[src/rtl/olae_pkg.sv]
// Shared types and codes for the ordered array list engine.
package olae_pkg;

    typedef enum logic [2:0] {
        KIND_APPEND     = 3'd0,
        KIND_INSERT_AT  = 3'd1,
        KIND_REMOVE_KEY = 3'd2,
        KIND_REMOVE_AT  = 3'd3,
        KIND_READ_AT    = 3'd4,
        KIND_CLEAR      = 3'd5
    } kind_t;

    typedef enum logic [1:0] {
        STATUS_OK      = 2'd0,
        STATUS_FULL    = 2'd1,
        STATUS_BAD_POS = 2'd2,
        STATUS_NO_KEY  = 2'd3
    } status_t;

    localparam int KEY_W  = 64;
    localparam int VAL_W  = 32;
    localparam int POS_W  = 8;
    localparam int SIZE_W = 8;

    // Broadcast from the controller to every cell of the chain.
    typedef struct packed {
        logic             ins;     // open a slot at pos, shift upper cells up
        logic             rm_at;   // close the slot at pos, shift upper cells down
        logic             rm_key;  // close the first matching slot
        logic [KEY_W-1:0] new_key;
        logic [VAL_W-1:0] new_val;
    } cell_ctl_t;

endpackage

[src/rtl/olae_cell.sv]
// One slot of the list: holds an entry, compares its key and shifts with its neighbours.
module olae_cell #(
    parameter int INDEX = 0,
    parameter int CMP_W = 8
) (
    input  logic                       aclk,
    input  logic                       aresetn,
    input  olae_pkg::cell_ctl_t        ctl,
    input  logic [CMP_W-1:0]           pos,
    input  logic [CMP_W-1:0]           count,
    input  logic [olae_pkg::KEY_W-1:0] probe_key,
    input  logic [olae_pkg::KEY_W-1:0] left_key,
    input  logic [olae_pkg::VAL_W-1:0] left_val,
    input  logic [olae_pkg::KEY_W-1:0] right_key,
    input  logic [olae_pkg::VAL_W-1:0] right_val,
    output logic [olae_pkg::KEY_W-1:0] cell_key,
    output logic [olae_pkg::VAL_W-1:0] cell_val,
    input  logic                       prefix_in,
    output logic                       prefix_out,
    input  logic [olae_pkg::KEY_W-1:0] rd_key_in,
    input  logic [olae_pkg::VAL_W-1:0] rd_val_in,
    output logic [olae_pkg::KEY_W-1:0] rd_key_out,
    output logic [olae_pkg::VAL_W-1:0] rd_val_out
);
    import olae_pkg::*;

    localparam logic [CMP_W-1:0] MY_IDX = CMP_W'(INDEX);

    logic [KEY_W-1:0] key_reg;
    logic [VAL_W-1:0] val_reg;
    logic             match_reg;
    logic             sel;
    logic             shift_down;

    assign sel        = (pos == MY_IDX);
    // match at this slot or any below it
    assign prefix_out = prefix_in | match_reg;
    assign shift_down = (ctl.rm_at && (MY_IDX >= pos)) || (ctl.rm_key && prefix_out);

    assign rd_key_out = rd_key_in | (sel ? key_reg : '0);
    assign rd_val_out = rd_val_in | (sel ? val_reg : '0);
    assign cell_key   = key_reg;
    assign cell_val   = val_reg;

    always_ff @(posedge aclk) begin
        if (!aresetn) begin
            match_reg <= 1'b0;
        end else begin
            match_reg <= (key_reg == probe_key) && (MY_IDX < count);
        end
    end

    always_ff @(posedge aclk) begin
        if (ctl.ins) begin
            if (sel) begin
                key_reg <= ctl.new_key;
                val_reg <= ctl.new_val;
            end else if (MY_IDX > pos) begin
                key_reg <= left_key;
                val_reg <= left_val;
            end
        end else if (shift_down) begin
            key_reg <= right_key;
            val_reg <= right_val;
        end
    end

endmodule

[config.mk]
export PLATFORM = sky130hd
export DESIGN_NAME = olae_cell
export DESIGN_NICKNAME = d
export VERILOG_FILES = /design/src/rtl/olae_pkg.sv /design/src/rtl/olae_cell.sv
export SDC_FILE = /design/constraint.sdc
export NUM_CORES = 1
export LEC_CHECK = 0
export ABC_AREA = 1
export BUFFER_PORTS_ARGS = -buffer_cell sky130_fd_sc_hd__buf_2
export CAP_MARGIN = 20
export CORE_AREA = 8 8 250 252
export DETAILED_ROUTE_END_ITERATION = 6
export DIE_AREA = 0 0 258 260
export MAX_ROUTING_LAYER = met4
export PLACE_DENSITY_LB_ADDON = 0.05
export SLEW_MARGIN = 15
export SYNTH_ARGS = -nofsm -noshare
export SYNTH_HDL_FRONTEND = slang
export SYNTH_SLANG_ARGS = --single-unit
[constraint.sdc]
create_clock -name aclk -period 30.7 [get_ports aclk]
set_clock_uncertainty 0.2 [all_clocks]
set_input_delay 6.14 -clock aclk [delete_from_list [all_inputs] [get_ports aclk]]
set_output_delay 6.14 -clock aclk [all_outputs]
set_load 0.02 [all_outputs]
==> flow_summary.yaml <==
floorplan:
  std_cell_rows: 89
  die-area_mm2: 0.0671
  num_io_pins: 663
  die_w_um: 258
  initial_core_util_pct: 11.4
  dieHeight_um: 260
  core_area_mm2: 0.0585
cts:
  postCtsSetupBuffers: 0
  cts_tree: "built"
  clock_latency_ps: 380
  cts-root-buf: "clkbuf_16"
  cts.htree.levels: 3
  cts_sinks: 97
  hold_buffers: 0
  clk_path_buf_depth: 2
  path_clk_slew_ps: 80
  cts_resized: 0
  cts_buffers: 9
sta:
  setup_tns_ps: 0
  period_needed_ps: 14970
  rsz0062_at_grt: "no"
  slew_viol_final: 0
  slew_headroom_pct: 35.8
  period_share_pct: 48.8
  report.final.hold_viol_count: 0
  setup_viol: 0
  tightestPinTransition_ps: 964
  fmax_mhz: 66.8
  hold_slack_ps: 611
outcome:
  outcome: "completed"
cells_and_area:
  layout-drive-gt1-share_pct: 45.5
  seq_area_mm2: 0.00290
  layout_common_cells: "buf_2 (661), nand2_1 (283), nor2_1 (133)"
  areaGrowthSynthToFinish_pct: 66.1
  largest_reg_flops: 64
  fin_nets: 1974
  multiInputGateArea_mm2: 0.00330
  layout_commonest_cell: "buf_2"
  nFillCells: 6750
grt:
  gr-total-overflow: 0
  antenna_found_initial: 16
  grtUsageTotal_pct: 14.7
  grt_pass1_wl_um: 68400
  grt_max_degree: 109
  grt_pass1_vias: 9325
logic_synthesis:
  synth.net_count: 1347
  synth_cell_types: 23
  synth-seq-cells: 97
  synth_top_area_share_pct: 43.1
  synth.largest_area_cell: "edfxtp_1"
  synthTopCellsByArea: "edfxtp_1 (43%), nand2_1 (16%), a31oi_1 (9.0%)"
  syn-cell-area_mm2: 0.00669
  syn_avg_cell_area_um2: 7.63
  synthCells: 877
  ys_seq_area_share_pct: 43.4
  yosysWarningCount: 0
setup_path:
  critPathMaxFanout: 108
  cp.arrival_ps: 8630
  start_kind: "input port"
  crit_path_end_kind: "output port"
  worstPathRequired_ps: 24360
  critical_path_class: "in -> out"
power:
  power.density_mw_per_mm2: 35.0
  peakVddDrop_mv: 0.0273
  p_leak_nw: 5.69
placement:
  gp_congestion: 0.814
  dp_hpwl_um: 42500
  port_buffers: 662
routing:
  post-route-drc-count: 0
  drt-wirelength-per-cell_um: 22.0
  drtAntennaViolNets: 0
  drt_iter0_markers: 346
  vias: 8589
  avgViaCountPerCell: 3.74
  drt_pass1_iterations: 5
  postRouteWirelength_um: 50500
hold_path:
  hold_class: "reg -> reg"
run:
  drv_cap: 0
final timing paths:
check               start       endpoint  slack (ps)  depth (start not counted)
min          cell_key[50]      match_reg         610                          5
max                pos[1]  rd_key_out[7]       15730                          8
min reg2reg  cell_key[50]      match_reg         610                          5
max reg2reg     match_reg   cell_val[30]       28790                          3
cell usage after synthesis:
library cell and n:
nand2_1 283, nor2_1 133, a31oi_1 96, edfxtp_1 96, a21o_1 67, inv_1 64
o21bai_1 29, clkbuf_1 24, xnor2_1 21, buf_2 15, buf_4 9, o21ai_0 9
o22ai_1 7, xor2_1 6, nand4_1 5, buf_1 3, nand3_1 3, buf_6 2
a21boi_0 1, dfxtp_1 1, inv_4 1, nand3b_1 1, o32ai_1 1
cells by family (layout without fill, tap and decap cells):
logic type / after synthesis / in the layout / synth area share (%)
AOI/OAI and AO/OA: 210 / 210 / 21.3
and+or+nand+nor: 425 / 425 / 24.1
buffers and inverters: 118 / 750 / 7.66
other: 0 / 13 / 0
DFF: 97 / 97 / 43.4
xor gates and xnor gates: 27 / 27 / 3.53
worst max-delay path, cell delays in order:
cell and delay (ps):
buf_2 90, nor2_1 140, nand4_1 150, buf_12 230, inv_6 640, buf_4 660
a21o_1 200, buf_2 160
report_power, final:
| group | switching [mW] | internal (mW) |
|---|---|---|
| Clock | 0.0639 | 0.0570 |
| Combinational | 0.0606 | 0.0455 |
| Sequential | 0.00741 | 0.155 |
layout make-up:
cell class / count / area share, %
clock buffer: 9 / 2.03
timing repair buffer: 669 / 30.4
inverter: 65 / 2.24
sequential: 97 / 26.1
tap: 773 / 8.70
antenna: 13 / 0.293
clock inverter: 7 / 0.540
multi-input combinational: 662 / 29.7
metal layers:
metal / vias up / track usage, % / wire length, um / part of all wire (%)
li1: 4226 / - / - / -
met3: 31 / 5.33 / 4030 / 8.0
met1: 3906 / 15.2 / 19400 / 38
met4: 0 / 2.66 / 628 / 1.2
met2: 426 / 26.9 / 26500 / 52
met5: - / - / 0 / 0
per-stage QoR:
stage               setup slack (ps)  total power, mW  utilization, %  area, um2  cells
floorplan                      16170            0.212               -       6690    877
global placement               15600            0.275            18.5      10800   2266
detailed placement             15610            0.275            18.5      10800   2266
CTS                            15610            0.402            19.0      11100   2282
global route                   15490            0.413            19.0      11100   2294
finish                         15730            0.389            19.0      11100   2295
Note: power is estimated with default switching activity, not from simulation.
